File: src/chained_hash_set_macros.svh
// assertion macros shared by the hash set rtl
`ifndef CHAINED_HASH_SET_MACROS_SVH
`define CHAINED_HASH_SET_MACROS_SVH
`ifndef SYNTHESIS
// same-cycle implication, checked out of reset
`define CHS_ASSERT_IMPL(label, ante, cons) \
  label: assert property (@(posedge clk) disable iff (!rst_n) (ante) |-> (cons)) \
    else $error("chained_hash_set check failed");
// next-cycle implication, checked out of reset
`define CHS_ASSERT_NEXT(label, ante, cons) \
  label: assert property (@(posedge clk) disable iff (!rst_n) (ante) |=> (cons)) \
    else $error("chained_hash_set check failed");
`else
`define CHS_ASSERT_IMPL(label, ante, cons)
`define CHS_ASSERT_NEXT(label, ante, cons)
`endif
`endif

File: src/chs_pkg.sv
// types and constants of the chained hash set
package chs_pkg;

  localparam int BUCKETS  = 1024;
  localparam int NODES    = 1024;
  localparam int KEY_BITS = 31;

  // fixed field widths
  localparam int IN_KEY_W = 31;
  localparam int CFG_W    = 11;
  localparam int VAL_W    = 32;

  localparam int KEY_W  = (KEY_BITS < IN_KEY_W) ? KEY_BITS : IN_KEY_W;
  localparam int BKT_W  = $clog2(BUCKETS);
  localparam int NODE_W = $clog2(NODES);
  localparam int PTR_W  = $clog2(NODES + 1);
  localparam int MOD_W  = $clog2(BUCKETS + 1);
  localparam int STEP_W = $clog2(KEY_W);

  localparam logic [CFG_W-1:0] BUCKET_COUNT_RST = CFG_W'(1021);
  localparam logic [VAL_W-1:0] NO_VALUE         = '1;

  localparam logic CMD_INSERT = 1'b0;
  localparam logic CMD_LOOKUP = 1'b1;

  typedef enum logic [2:0] {
    ST_CLEAR,
    ST_IDLE,
    ST_HASH,
    ST_HEAD_RD,
    ST_HEAD_CHK,
    ST_NODE_RD,
    ST_NODE_CHK,
    ST_DONE
  } state_t;

  typedef struct packed {
    logic             start;
    logic [KEY_W-1:0] dividend;
    logic [MOD_W-1:0] divisor;
  } mod_req_t;

  typedef struct packed {
    logic             done;
    logic [MOD_W-1:0] rem;
  } mod_rsp_t;

endpackage

File: src/chs_mod.sv
// bit-serial remainder unit: key modulo bucket count, one key bit a cycle
`include "chained_hash_set_macros.svh"

module chs_mod (
  input  logic              clk,
  input  logic              rst_n,
  input  chs_pkg::mod_req_t req,
  output chs_pkg::mod_rsp_t rsp
);

  localparam logic [chs_pkg::STEP_W-1:0] STEP_ONE = chs_pkg::STEP_W'(1);

  logic                         busy_r;
  logic                         done_r;
  logic [chs_pkg::STEP_W-1:0]   cnt_r;
  logic [chs_pkg::MOD_W-1:0]    rem_r;
  logic [chs_pkg::KEY_W-1:0]    dvd_r;
  logic [chs_pkg::MOD_W-1:0]    div_r;

  logic [chs_pkg::MOD_W:0]      trial;
  logic [chs_pkg::MOD_W:0]      rem_step;
  logic [chs_pkg::MOD_W-1:0]    rem_nxt;

  // restoring step: shift in next dividend bit, subtract if it fits
  always_comb begin
    trial = {rem_r, dvd_r[chs_pkg::KEY_W-1]};
    if (trial >= {1'b0, div_r}) begin
      rem_step = trial - {1'b0, div_r};
    end else begin
      rem_step = trial;
    end
    rem_nxt = rem_step[chs_pkg::MOD_W-1:0];
  end

  always_ff @(posedge clk) begin
    if (!rst_n) begin
      busy_r <= 1'b0;
      done_r <= 1'b0;
      cnt_r  <= '0;
    end else begin
      done_r <= 1'b0;
      if (req.start) begin
        busy_r <= 1'b1;
        cnt_r  <= '0;
      end else if (busy_r) begin
        cnt_r <= cnt_r + STEP_ONE;
        if (cnt_r == chs_pkg::STEP_W'(chs_pkg::KEY_W - 1)) begin
          busy_r <= 1'b0;
          done_r <= 1'b1;
        end
      end
    end
  end

  always_ff @(posedge clk) begin
    if (req.start) begin
      rem_r <= '0;
      dvd_r <= req.dividend;
      div_r <= req.divisor;
    end else if (busy_r) begin
      rem_r <= rem_nxt;
      dvd_r <= {dvd_r[chs_pkg::KEY_W-2:0], 1'b0};
    end
  end

  assign rsp.done = done_r;
  assign rsp.rem  = rem_r;

  `CHS_ASSERT_IMPL(a_mod_no_restart, req.start, !busy_r)
  `CHS_ASSERT_NEXT(a_mod_done_pulse, done_r, !done_r && !busy_r)
  `CHS_ASSERT_IMPL(a_mod_rem_bound, busy_r, rem_r < div_r)

endmodule

File: config.mk
export PLATFORM = sky130hd
export DESIGN_NAME = chs_mod
export DESIGN_NICKNAME = d
export VERILOG_FILES = /design/src/chs_pkg.sv /design/src/chs_mod.sv
export VERILOG_INCLUDE_DIRS = /design/src /design/src/src
export SDC_FILE = /design/constraint.sdc
export NUM_CORES = 1
export LEC_CHECK = 0
export BUFFER_PORTS_ARGS = -buffer_cell sky130_fd_sc_hd__buf_2
export CAP_MARGIN = 20
export CORE_AREA = 2 2 86 88
export DETAILED_ROUTE_END_ITERATION = 8
export DIE_AREA = 0 0 88 90
export PLACE_DENSITY = 0.72
export SYNTH_ARGS = -nofsm -noshare
export SYNTH_HDL_FRONTEND = slang
export SYNTH_SLANG_ARGS = --single-unit
export TNS_END_PERCENT = 100
File: constraint.sdc
create_clock -name clk -period 3 [get_ports clk]
set_input_delay 0.3 -clock clk [delete_from_list [all_inputs] [get_ports clk]]
set_output_delay 0.3 -clock clk [all_outputs]
set_load 0.03 [all_outputs]
==> results of run 1 <==
-- through the flow --
stage / hold slack [ns] / power [W]
floorplan: 0.399 / 0.00133
global route: 0.120 / 0.00221
global placement: 0.478 / 0.00142
CTS: 0.125 / 0.00213
detailed placement: 0.480 / 0.00143
finish: 0.144 / 0.00210
-- registers in the layout, summed over array words and instances (netlist names) --
signal,flops
busy_r,1
cnt_r,5
div_r,11
done_r,1
dvd_r,31
rem_r,11
-- synth_stat cells, types with 2 or more instances --
library cell	count	area (um2)
sky130_fd_sc_hd__buf_1	4	15.0
sky130_fd_sc_hd__a211oi_1	8	60.1
sky130_fd_sc_hd__nand2_1	8	30.0
sky130_fd_sc_hd__nor3_1	2	10.0
sky130_fd_sc_hd__nand3_1	2	10.0
sky130_fd_sc_hd__nor2_1	21	78.8
sky130_fd_sc_hd__o21ai_0	4	20.0
sky130_fd_sc_hd__a211oi_2	2	25.0
sky130_fd_sc_hd__mux2i_1	7	70.1
sky130_fd_sc_hd__ha_1	13	163
sky130_fd_sc_hd__xor2_1	7	61.3
sky130_fd_sc_hd__nand2b_1	2	12.5
sky130_fd_sc_hd__edfxtp_1	42	1260
sky130_fd_sc_hd__nand4_1	4	25.0
sky130_fd_sc_hd__nor2b_1	2	12.5
sky130_fd_sc_hd__a31oi_1	3	18.8
sky130_fd_sc_hd__inv_1	20	75.1
sky130_fd_sc_hd__and3_1	2	12.5
sky130_fd_sc_hd__dfxtp_1	18	360
sky130_fd_sc_hd__xnor2_1	5	43.8
sky130_fd_sc_hd__mux2_2	31	349
sky130_fd_sc_hd__clkbuf_1	4	15.0
sky130_fd_sc_hd__o21ai_1	3	15.0
sky130_fd_sc_hd__a21oi_1	7	35.0
-- cells by family after synthesis --
group | synth area share
AOI/OAI and AO/OA | 0.103
xor gates and xnor gates | 0.0343
adders and majority gates | 0.0595
buffers and inverters | 0.0469
DFF | 0.529
muxes | 0.142
and+or+nand+nor | 0.0865
-- critical path, cell delays in order (launching register included) --
cell,delay (ns)
sky130_fd_sc_hd__edfxtp_1,0.36
sky130_fd_sc_hd__inv_1,0.08
sky130_fd_sc_hd__ha_1,0.18
sky130_fd_sc_hd__fa_1,0.20
sky130_fd_sc_hd__nand2b_2,0.15
sky130_fd_sc_hd__o2bb2ai_2,0.14
sky130_fd_sc_hd__a21oi_2,0.10
sky130_fd_sc_hd__a211oi_4,0.66
sky130_fd_sc_hd__mux2_4,0.36
sky130_fd_sc_hd__a211oi_2,0.20
-- area by class of cell --
type                            instances  area (um2)  share of cell area
Sequential cell                        60        1620               0.448
Inverter                               20        75.1              0.0207
Clock buffer                           11         131              0.0363
Tap cell                               99         124              0.0342
Multi-Input combinational cell        158        1300               0.360
Clock inverter                          5        52.6              0.0145
Timing Repair Buffer                   59         315              0.0870
-- cells in the final DEF, fill, tap and decap left out, types with 3 or more instances in the layout --
cell and n:
sky130_fd_sc_hd__a21oi_1 7, sky130_fd_sc_hd__clkbuf_8 9, sky130_fd_sc_hd__nor2_1 21, sky130_fd_sc_hd__o21ai_0 4, sky130_fd_sc_hd__dfxtp_1 18, sky130_fd_sc_hd__mux2i_1 7
sky130_fd_sc_hd__ha_1 13, sky130_fd_sc_hd__mux2_2 31, sky130_fd_sc_hd__nand2_1 8, sky130_fd_sc_hd__inv_1 20, sky130_fd_sc_hd__nand4_1 4, sky130_fd_sc_hd__a211oi_1 8
sky130_fd_sc_hd__xnor2_1 5, sky130_fd_sc_hd__edfxtp_1 42, sky130_fd_sc_hd__buf_2 56, sky130_fd_sc_hd__xor2_1 7, sky130_fd_sc_hd__a31oi_1 3, sky130_fd_sc_hd__o21ai_1 3
-- where the power goes --
part           internal [W]  switching (W)
sequential         0.000971      0.0000325
clock              0.000380       0.000310
combinational      0.000188       0.000220
total               0.00154       0.000563
-- how the worst min path moves through the flow --
stage,slack [ns],depth (start not counted),startpoint,endpoint
2_1_floorplan,0.40,0,req[0],div_r[0]$_DFFE_PP_
3_3_place_gp,0.48,1,req[7],div_r[7]$_DFFE_PP_
3_5_place_dp,0.48,1,req[8],div_r[8]$_DFFE_PP_
4_1_cts,0.12,1,req[8],div_r[8]$_DFFE_PP_
5_1_grt,0.12,1,req[7],div_r[7]$_DFFE_PP_
6_report,0.14,1,req[8],div_r[8]$_DFFE_PP_
-- metal layers --
| layer | GRT usage | vias to the layer above |
|---|---|---|
| met1 | 0.192 | 956 |
| met4 | 0.0526 | 0 |
| li1 | - | 1026 |
| met3 | 0.0588 | 6 |
| met2 | 0.232 | 46 |
| met5 | 0 | - |
==> summary by stage, run 1 <==
Run status
The run finished with clean final reports.

Placed design
Once placement finished, the instance area stood at 3440 um2. The port buffer count is 56. Routability-driven placement finished with a final weighted congestion of 0.790. The half-perimeter wire length after detailed placement is 3.93 mm. The placement-stage worst setup slack is 0.473 ns.

In this run, placement finished with an instance count of 396.

Floorplanning
The overall die height is 90 um. The die covers 7920 um2. The initial utilization of the core area, before any placement, comes to 0.437.

The number of primary I/O pins is 57. The row count is 31. From left edge to right edge, the die measures 88 um. The total area inside the core boundary comes to 7020 um2.

Drt
The total length of routed met3 wires is 336 um. The wire length reported by the detailed router is 5.45 mm. The per-cell routed wire length is 13.2 um. The post-detailed-route via-to-cell ratio is 4.94. The count of nets left with antenna violations once routing finished came out at 0.

After detailed routing, the met2 layer carries 2.54 mm of wire. The detailed-router iteration count before antenna repair is 4. The final route contains 2,034 vias. In this run, the number of DRC markers left after iteration 0 of detailed routing was 72. In this run the top signal layer used is met4.

After detailed routing, the number of remaining DRC violations is 0. The met1 routed wirelength after detailed routing is 2.51 mm.

Final layout
The repair_antennas step left the layout with diodes totalling 0. The post-route non-filler standard cell count is 412. With fillers left out, the area of the finished cells amounts to 3620 um2. The number of fillers in the final layout is 619. The area overhead of the layout relative to synthesis is 18.1%. The end-of-flow core utilization is 0.516. The layout cell share with drive strength beyond 1 is 0.374. The layout net count is 367.

STA
Dividing the final minimum period by the clock period gives 0.841. The highest clock frequency the design can meet is 0.396 GHz. The hold violation count in the final report is 0. Across the routed clock network, the largest skew measured is 0.00641 ns.

At the pin with the least slew margin, the transition time is 0.755 ns. The number of max-slew violations in the final report is 0. Setup violations remaining at the end of the flow were counted as 0.

The worst max-slew margin expressed relative to the limit is 0.495. Counting I/O delays and the setup requirement, the final critical path takes 2.52 ns. Setup repair after global routing left no endpoint under its margin. The setup TNS after final layout is 0 ns. The setup slack of the critical path after layout is 0.476 ns.

Synthesis
The number of flip-flops and latches in the synthesized netlist is 60. Among all flip-flop cells after synthesis, the most frequent one is sky130_fd_sc_hd__edfxtp_1. The synthesized netlist cell count is 250.

Counting distinct cell types in the post-synthesis netlist gives 53. The per-instance average area after synthesis is 12.3 um2. The netlist area before placement is 3070 um2. The number of synthesized flops with an enable pin is 42. The fraction of synthesis flops using an asynchronous set or reset pin is 0.

The share of the Yosys chip area taken by registers is 0.529. Counting every net in the synthesized netlist gives 309. During synthesis, Yosys emitted a total of 0 warnings.

Critical path
The critical path in this run is classified as register to register. Tracing the worst setup path back leads to its startpoint at dvd_r[30]$_DFFE_PP_. The path depth of the worst reg2reg path is 9. The launching element type of the critical path is a register. The data required time of the worst path is 3.25 ns. The worst register-to-register path ends at rem_r[0]$_SDFFE_PP0P_. The critical path ends at rem_r[0]$_SDFFE_PP0P_. The category of the worst setup path capture point is a register. The data arrival time at the worst-slack endpoint is 2.78 ns.

The register-to-register path setup slack is 0.48 ns. The source of the worst register-to-register timing path is dvd_r[30]$_DFFE_PP_. The highest net fanout along the worst path is 12.

Clock tree
The clock sink total is 60. After clock tree synthesis, the setup repair step added 0 buffers. Hold repair after CTS inserted 0 buffers. The number of H-tree branching levels is 3. The CTS tree is done.

The maximum buffer depth of the clock tree is 2. In this run, CTS created clock tree buffers numbering 9. The clock reaches the later pin of the worst-skew pair after 0.33 ns. The number of gates resized after CTS was 0. The clock tree root driver cell is sky130_fd_sc_hd__clkbuf_8. After clock tree synthesis, the clock-pin slew on the worst setup and hold paths is 0.07 ns.

Flow run
The number of maximum-capacitance violations is 0.

Global route
Across every metal layer, demand over resource in global routing totals 0.151. The first-pass GRT wire length is 9.36 mm. The number of global-route vias before repair was 2,107.

The initial antenna violation count came to 0. Entering global routing, the biggest net connects 42 pins. The sum of overflow across all layers after global routing is 0.

Pwr
VDD sags by at most 345 uV. The power density relative to cell area is 580 nW/um2. For this design the static power due to leakage is 1.51 nW.

Min path
The class of the most critical hold timing path is input port to register.
Power figures use the tool's default switching activity.
==> run 2, diff against run 1 <==
--- a/config.mk
+++ b/config.mk
@@ -6,12 +6,13 @@
 export SDC_FILE = /design/constraint.sdc
 export NUM_CORES = 1
 export LEC_CHECK = 0
+export ABC_AREA = 1
 export BUFFER_PORTS_ARGS = -buffer_cell sky130_fd_sc_hd__buf_2
 export CAP_MARGIN = 20
-export CORE_AREA = 2 2 86 88
+export CORE_AREA = 2 2 88 90
 export DETAILED_ROUTE_END_ITERATION = 8
-export DIE_AREA = 0 0 88 90
-export PLACE_DENSITY = 0.72
+export DIE_AREA = 0 0 90 92
+export PLACE_DENSITY = 0.74
 export SYNTH_ARGS = -nofsm -noshare
 export SYNTH_HDL_FRONTEND = slang
 export SYNTH_SLANG_ARGS = --single-unit
==> constraint.sdc (replaced) <==
create_clock -name clk -period 2.3 [get_ports clk]
set_input_delay 0.23 -clock clk [delete_from_list [all_inputs] [get_ports clk]]
set_output_delay 0.23 -clock clk [all_outputs]
set_load 0.03 [all_outputs]
==> run 2 against run 1 <==
  * Register-to-register slack lost 0.22 ns
  * Routed wire length is 23% higher
  * Sequential share of layout area shrank 2.2 points
  * Flip-flop and latch count unchanged
  * Highest routed layer is now met5
  * Largest cell class unchanged
  * Sequential power rose by 28%
  * Non-clock buffer count grew 3
==> summary by stage, run 2 <==
Final layout
In the layout the commonest cells are 162 x sky130_fd_sc_hd__nand2_1, 58 x sky130_fd_sc_hd__inv_1, 56 x sky130_fd_sc_hd__buf_2. The most frequent standard cell in the layout excluding fill and tap cells is sky130_fd_sc_hd__nand2_1. The post-route non-filler standard cell count is 564 (+37%). The number of flip-flops under the largest register name was 31 (unchanged). The layout cell share with drive strength beyond 1 is 0.206 (-0.168). The end-of-flow core utilization is 0.511 (-0.00453). More flip-flops sit in one register than any other, and that register is dvd_r. The diode insertion count for antenna repair is 0 (unchanged). From synthesis to final layout, the design area changed by 17.5%. The largest registers in the layout are dvd_r: 31 flops, div_r: 11 flops, rem_r: 11 flops. The layout net count was 516 (+41%).

Floorplanning
The overall die width is 90 um (+2.3%). The row count was 32 (+3.2%). The total die area was 8280 um2 (+4.5%).

The number of primary I/O pins is 57 (unchanged). The overall die height was 92 um (+2.2%). The starting density of the core came to 0.435 (-0.00168). The core area is 7450 um2 (+6.1%).

Synthesis
Among all flip-flop cells after synthesis, the most frequent one is sky130_fd_sc_hd__edfxtp_1. Counting instances in the post-synthesis netlist gives the leading cell types as 162 x sky130_fd_sc_hd__nand2_1, 58 x sky130_fd_sc_hd__inv_1, 42 x sky130_fd_sc_hd__edfxtp_1. The synthesized netlist cell count is 399 (+60%).

The number of synthesized flops with an enable pin is 42 (unchanged). The count of synthesis-stage warnings from yosys was 0 (unchanged). The netlist area before placement was 3240 um2 (+5.7%). The unique cell type count in the Yosys netlist is 28 (-47%). The number of flip-flops and latches in the synthesized netlist is 60 (unchanged). The portion of the post-synthesis area used by sequential elements was 0.500 (-0.0284).

By instance count, the leading cell after synthesis is sky130_fd_sc_hd__nand2_1. The per-instance average area after synthesis is 8.12 um2 (-34%). The fraction of synthesized cell area taken by the top area cell type came to 0.389 (-0.0221). In the post-synthesis netlist, the biggest area contributors are sky130_fd_sc_hd__edfxtp_1 39%, sky130_fd_sc_hd__nand2_1 19%, sky130_fd_sc_hd__dfxtp_1 11%. sky130_fd_sc_hd__edfxtp_1 takes more of the synthesized area than any other cell. The fraction of synthesis flops using an asynchronous set or reset pin was 0 (unchanged).

The synthesized netlist net count is 458 (+48%).

Min path
The number of cells on the worst hold path came to 1 (unchanged). The min-delay analysis places its worst path in the category input port to register.

Global route
The overall global routing resource usage is 0.172 (+0.0209). The number of global-route vias before repair is 2,562 (+22%). The sum of overflow across all layers after global routing is 0 (unchanged). The pin count of the biggest net entering global routing is 46 (+9.5%). The first-pass GRT wire length is 11.4 mm (+22%). The initial antenna violation count is 1 (+1).

STA
The highest clock frequency the design can meet is 0.490 GHz (+24%). The worst max-slew margin expressed relative to the limit was 0.654 (+0.159). The setup TNS after final layout is 0 ns (unchanged). The final setup violation count is 0 (unchanged).

The hold violation count in the final report was 0 (unchanged). The clock tree skew after final layout came to 0.00865 ns (+0.00224 ns). Setup repair after global routing left no endpoint under its margin. The transition time at the pin with the least slew margin was 0.517 ns (-0.238 ns). The share of the clock period used by the worst path is 0.888 (+0.0466). The shortest period the worst path allows is 2.04 ns (-0.482 ns). The number of max-slew violations in the final report is 0 (unchanged).

Clock tree
The clock sink total is 60 (unchanged). The number of clock buffers inserted by TritonCTS is 9 (unchanged). TritonCTS built the clock tree.

The buffer count from post-CTS setup fixing is 0 (unchanged). The cell sitting at the root of the clock tree is a sky130_fd_sc_hd__clkbuf_8. The number of hold buffers added after CTS is 0 (unchanged).

The number of H-tree branching levels is 3 (unchanged). The number of gates given a new drive strength after cts is 0 (unchanged). The maximum buffer depth of the clock tree was 2 (unchanged). The clock latency on the worst-skew pair is 0.34 ns (about the same). The clock-pin slew reported for the worst setup and hold paths after clock tree synthesis is 0.07 ns (about the same).

Drt
The per-cell routed wire length is 11.9 um (-10%). The detailed-router iteration count before antenna repair is 5 (+1). The via count of the routed design is 2,706 (+33%).

The count of nets left with antenna violations after detail routing is 0 (unchanged). The number of remaining DRC errors is 0 (unchanged). The post-detailed-route via-to-cell ratio was 4.80 (-2.8%). The initial detailed-routing violation count was 101 (+40%). The wire length reported by the detailed router came to 6.71 mm (+23%).

Critical path
By startpoint and endpoint, the worst setup path is classified as register to register. The path depth of the worst reg2reg path is 12 (+3). The highest net fanout along the worst path is 11 (-1). The longest individual stage delay on the worst path was 0.41 ns (-0.25 ns).

Among the stages of the critical path, the cell type that occurs most often is sky130_fd_sc_hd__nand2_2. The critical path's slowest cell is sky130_fd_sc_hd__fa_1. The data arrival time at the worst-slack endpoint came to 2.24 ns (-0.54 ns). The register-to-register path setup slack is 0.26 ns (-0.22 ns). The data required time of the worst path is 2.50 ns (-0.75 ns). The sum of buffers and inverters on the critical path was 1 (unchanged).

The launching element type of the critical path is a register. In this design, the largest share of critical-path delay is due to simple AND/OR/NAND/NOR gates. Traced cell by cell, the critical path runs through ha_1 -> fa_1 -> inv_1 -> nand2_2 -> nand2_2 -> nand2_2 -> nand2_1 -> nand2_2 -> nand3_2 -> nand2_1 -> nand3_1 -> o21ai_1. The category of the worst setup path capture point is a register.

The number of gates on the worst path with buffers counted came to 12 (+3).

Placed design
The port buffer count is 56 (unchanged). The final weighted congestion of routability-driven global placement came to 0.879 (+11%). The number of cells in the design after placement came to 548 (+38%). The half-perimeter wire length after detailed placement came to 4.70 mm (+20%).

Pwr
The worst IR drop on VDD is 374 uV (+8.5%). The power density relative to cell area was 663 nW/um2 (+14%). The leakage power is 1.95 nW (+29%).

Flow run
The number of maximum-capacitance violations came to 0 (unchanged).

Run status
The run finished with clean final reports.
-- run 2: worst reg2reg max path, stage by stage, from the launching register on --
cell and delay (ns):
sky130_fd_sc_hd__edfxtp_1 0.37, sky130_fd_sc_hd__ha_1 0.21, sky130_fd_sc_hd__fa_1 0.41, sky130_fd_sc_hd__inv_1 0.12, sky130_fd_sc_hd__nand2_2 0.06, sky130_fd_sc_hd__nand2_2 0.07
sky130_fd_sc_hd__nand2_2 0.05, sky130_fd_sc_hd__nand2_1 0.07, sky130_fd_sc_hd__nand2_2 0.06, sky130_fd_sc_hd__nand3_2 0.25, sky130_fd_sc_hd__nand2_1 0.10, sky130_fd_sc_hd__nand3_1 0.08
sky130_fd_sc_hd__o21ai_1 0.07
-- run 2: path summary, 6_finish.rpt --
path | start | endpoint
max | div_r[0]$_DFFE_PP_ | rem_r[1]$_SDFFE_PP0P_
min | req[9] | div_r[9]$_DFFE_PP_
max reg2reg | div_r[0]$_DFFE_PP_ | rem_r[1]$_SDFFE_PP0P_
min reg2reg | rem_r[10]$_SDFFE_PP0P_ | rem_r[10]$_SDFFE_PP0P_
-- run 2: where the power goes --
group | internal, W | switching, W | total, W
Clock | 0.000512 | 0.000448 | 0.000959
Combinational | 0.000108 | 0.000182 | 0.000290
Sequential | 0.00125 | 0.0000267 | 0.00128
-- run 2: cell type report --
cell class              instances  area (um2)
clock buffers                  10         128
well taps                     102         128
repair buffers                 62         325
multi-input cells             264        1310
flip-flops and latches         60        1620
fillers                       736        3640
clock inverters                 6        72.6
inverters                      60         225
-- run 2: layer usage --
layer	GRT usage	up-vias	share of wire
met5	0	-	0.0019
met4	0.0538	2	0.0060
met3	0.0633	9	0.077
met2	0.301	83	0.48
met1	0.195	1227	0.44
li1	-	1385	-
-- run 2: kinds of logic after synthesis --
kind of cell	Yosys count	share of synthesized area
AOI/OAI and AO/OA	15	0.0278
DFF	60	0.500
xor gates and xnor gates	3	0.00811
and+or+nand+nor	232	0.311
buffers and inverters	75	0.0961
adders and majority gates	14	0.0564
-- run 2: stage by stage --
step	power [W]	hold slack, ns	instance area (um2)	worst slack [ns]
CTS	0.00256	0.0441	3810	0.246
finish	0.00252	0.0648	3810	0.258
detailed placement	0.00159	0.408	3610	0.296
floorplan	0.00149	0.329	3240	0.294
global placement	0.00158	0.409	3610	0.345
global route	0.00264	0.0406	3810	0.0865
==> run 3, diff against run 2 <==
--- a/config.mk
+++ b/config.mk
@@ -9,9 +9,9 @@
 export ABC_AREA = 1
 export BUFFER_PORTS_ARGS = -buffer_cell sky130_fd_sc_hd__buf_2
 export CAP_MARGIN = 20
-export CORE_AREA = 2 2 88 90
+export CORE_AREA = 5 5 91 93
 export DETAILED_ROUTE_END_ITERATION = 8
-export DIE_AREA = 0 0 90 92
+export DIE_AREA = 0 0 96 98
 export PLACE_DENSITY = 0.74
 export SYNTH_ARGS = -nofsm -noshare
 export SYNTH_HDL_FRONTEND = slang
==> run 3 against run 2 <==
  * Core utilization is 0.20 points lower
  * First-iteration DRC count is 16% higher
  * Total power is 1.1% lower
  * Via count is 1.0% lower
  * Critical path depth is 1 higher
  * Critical endpoint unchanged
  * Worst setup slack better by 0.011 ns
  * Sequential share of layout area is 0.17 points higher
  * Die area is 14% higher
  * Sequential power hardly changed
  * Routed wire length is 3.8% higher
  * Flip-flop and latch count stayed put
  * Worst hold slack hardly changed
==> summary by stage, run 3 (same netlist as run 2, synthesis figures left out) <==
STA
The hold violation count in the final report is 0 (unchanged). The highest clock frequency the design can meet is 0.492 GHz (+0.53%). The transition time at the pin with the least slew margin came to 0.898 ns (+0.381 ns). The smallest hold slack is 0.0646 ns (-0.000244 ns). Setup repair after global routing left no endpoint under its margin. The clock tree skew after final layout is 0.00612 ns (-0.00253 ns). The worst max-slew margin expressed relative to the limit is 0.401 (-0.254). The number of max-slew violations in the final report is 0 (unchanged). The final setup violation count is 0 (unchanged). The setup TNS after final layout is 0 ns (unchanged). The shortest period the worst path allows was 2.03 ns (-0.0108 ns). The share of the clock period used by the worst path is 0.883 (-0.00471).

Pwr
The worst IR drop on VDD was 406 uV (+8.4%). The leakage power is 1.94 nW (-0.91%). The reported net switching power was 0.000642 W (-2.1%).

The part of the total power dissipated in the clock network was 0.372 (-0.008). The internal power component is 0.00185 W (-0.73%). The power density relative to cell area is 658 nW/um2 (-0.71%). The part of the total power dissipated in combinational logic is 0.116 (about the same). The switching share of power is 0.257 (-0.00272). The share of total power in sequential cells is 0.511 (+0.006). The total power after layout is 0.00250 W (-1.1%).

Placed design
The port buffer count came to 56 (unchanged). The half-perimeter wire length after detailed placement is 5.04 mm (+7.2%). The number of cells in the design after placement is 547 (-0.18%).

The final weighted congestion of routability-driven global placement is 0.928 (+5.7%).

Final layout
The number of fillers in the final layout is 739 (+0.41%). The end-of-flow core utilization is 0.509 (-0.00202). The largest register by flop count is dvd_r. The most frequent standard cell in the layout excluding fill and tap cells is sky130_fd_sc_hd__nand2_1.

The register area is 1620 um2 (unchanged). The layout net count is 515 (-0.19%). The number of flip-flops under the largest register name is 31 (unchanged). In the layout the commonest cells are 162 x sky130_fd_sc_hd__nand2_1, 58 x sky130_fd_sc_hd__inv_1, 56 x sky130_fd_sc_hd__buf_2.

The post-route non-filler standard cell count came to 563 (-0.18%). The layout cell share with drive strength beyond 1 is 0.204 (-0.00172). The multi-input combinational cell area is 1310 um2 (unchanged).

The diode insertion count for antenna repair was 0 (unchanged). The area overhead of the layout relative to synthesis is 17.0%. In the final layout, the registers with the most flip-flops are dvd_r: 31 flops, div_r: 11 flops, rem_r: 11 flops.

Floorplanning
The starting density of the core is 0.435 (unchanged). The row count is 32 (unchanged). The overall die width came to 96 um (+6.7%). The total die area was 9410 um2 (+14%). The number of primary I/O pins came to 57 (unchanged). The overall die height is 98 um (+6.5%).

The core area was 7450 um2 (unchanged).

Clock tree
The number of hold buffers added after CTS is 0 (unchanged). The number of gates given a new drive strength after cts is 0 (unchanged). The maximum buffer depth of the clock tree is 2 (unchanged). The buffer count from post-CTS setup fixing is 0 (unchanged). The number of H-tree branching levels was 3 (unchanged).

The clock latency on the worst-skew pair is 0.34 ns (about the same). The clock-pin slew reported for the worst setup and hold paths after clock tree synthesis is 0.07 ns (about the same). The clock tree root driver cell is sky130_fd_sc_hd__clkbuf_8. TritonCTS built the clock tree. The number of clock buffers inserted by TritonCTS is 9 (unchanged). The clock sink total came to 60 (unchanged).

Drt
The post-detailed-route via-to-cell ratio is 4.76 (-0.82%). The per-cell routed wire length is 12.4 um (+3.9%). The initial detailed-routing violation count is 117 (+16%). The count of nets left with antenna violations after detail routing is 0 (unchanged). The wire length reported by the detailed router was 6.96 mm (+3.8%). The via count of the routed design was 2,679 (-1.0%). The number of remaining DRC errors is 0 (unchanged).

The detailed-router iteration count before antenna repair is 4 (-1).

Critical path
In this design, the critical path's most frequently occurring cell is sky130_fd_sc_hd__nand2_2. The longest individual stage delay on the worst path is 0.41 ns (about the same). Traced cell by cell, the critical path runs through inv_1 -> ha_1 -> fa_1 -> inv_1 -> nand2_2 -> nand2_2 -> nand2_2 -> nand2_1 -> nand2_2 -> nand3_2 -> nand2_1 -> nand3_1 -> o21ai_1. The sum of buffers and inverters on the critical path is 2 (+1).

The kind of critical path is register to register. The data arrival time at the worst-slack endpoint is 2.25 ns (about the same). The launching element type of the critical path is a register. The data required time of the worst path was 2.52 ns (+0.02 ns). The top cell family by delay on the critical path is simple AND/OR/NAND/NOR gates.

The category of the worst setup path capture point is a register. On the critical path, the stage with the largest delay is an instance of sky130_fd_sc_hd__fa_1. The highest net fanout along the worst path is 11 (unchanged).

Global route
The pin count of the biggest net entering global routing was 41 (-11%). The initial antenna violation count is 0 (-1). The number of global-route vias before repair is 2,615 (+2.1%). The overall global routing resource usage was 0.160 (-0.0113). The sum of overflow across all layers after global routing is 0 (unchanged). The first-pass GRT wire length is 11.6 mm (+1.8%).

Run status
The flow ran to the end, and the final reports show no timing, DRC or antenna violations.

Flow run
The number of maximum-capacitance violations is 0 (unchanged).

Min path
The class of the most critical hold timing path is input port to register.
run 3: cell types whose count changed in the layout (fill, tap and decap cells not counted), sizes merged:
| cell | previous run | this run |
|---|---|---|
| clkinvlp | 1 | 4 |
| inv | 62 | 60 |
| buf | 62 | 61 |
| clkinv | 2 | 1 |
run 3: metal layers:
layer,wire length (um),vias to the layer above,GRT usage
li1,-,1376,-
met1,2850,1217,0.189
met2,3490,76,0.266
met3,528,10,0.0593
met4,89,0,0.0525
met5,0,-,0
run 3: final timing paths:
path	startpoint	endpoint	slack (ns)	cells past startpoint
setup / recovery	dvd_r[30]$_DFFE_PP_	rem_r[1]$_SDFFE_PP0P_	0.27	13
hold / removal	req[2]	div_r[2]$_DFFE_PP_	0.06	1
setup reg to reg	dvd_r[30]$_DFFE_PP_	rem_r[1]$_SDFFE_PP0P_	0.27	13
hold reg to reg	rem_r[10]$_SDFFE_PP0P_	rem_r[10]$_SDFFE_PP0P_	0.49	2
run 3: metrics by stage:
stage	worst slack (ns)	area [um2]
CTS	0.266	3790
finish	0.269	3790
global route	0.151	3790
detailed placement	0.283	3600
floorplan	0.294	3240
global placement	0.350	3600
run 3: final cells by class:
class                           count  area share
Clock inverter                      6      0.0172
Inverter                           60      0.0594
Clock buffer                       10      0.0336
Sequential cell                    60       0.427
Multi-Input combinational cell    264       0.345
Tap cell                          102      0.0336
Timing Repair Buffer               61      0.0838
run 3: power groups by stage:
stage                     clock network (W)  logic (W)  registers (W)
final                              0.000930   0.000290        0.00128
after global routing                0.00101   0.000335        0.00128
after floorplan                           0   0.000195        0.00130
after global placement                    0   0.000286        0.00130
after CTS                          0.000958   0.000294        0.00128
after detailed placement                  0   0.000292        0.00130
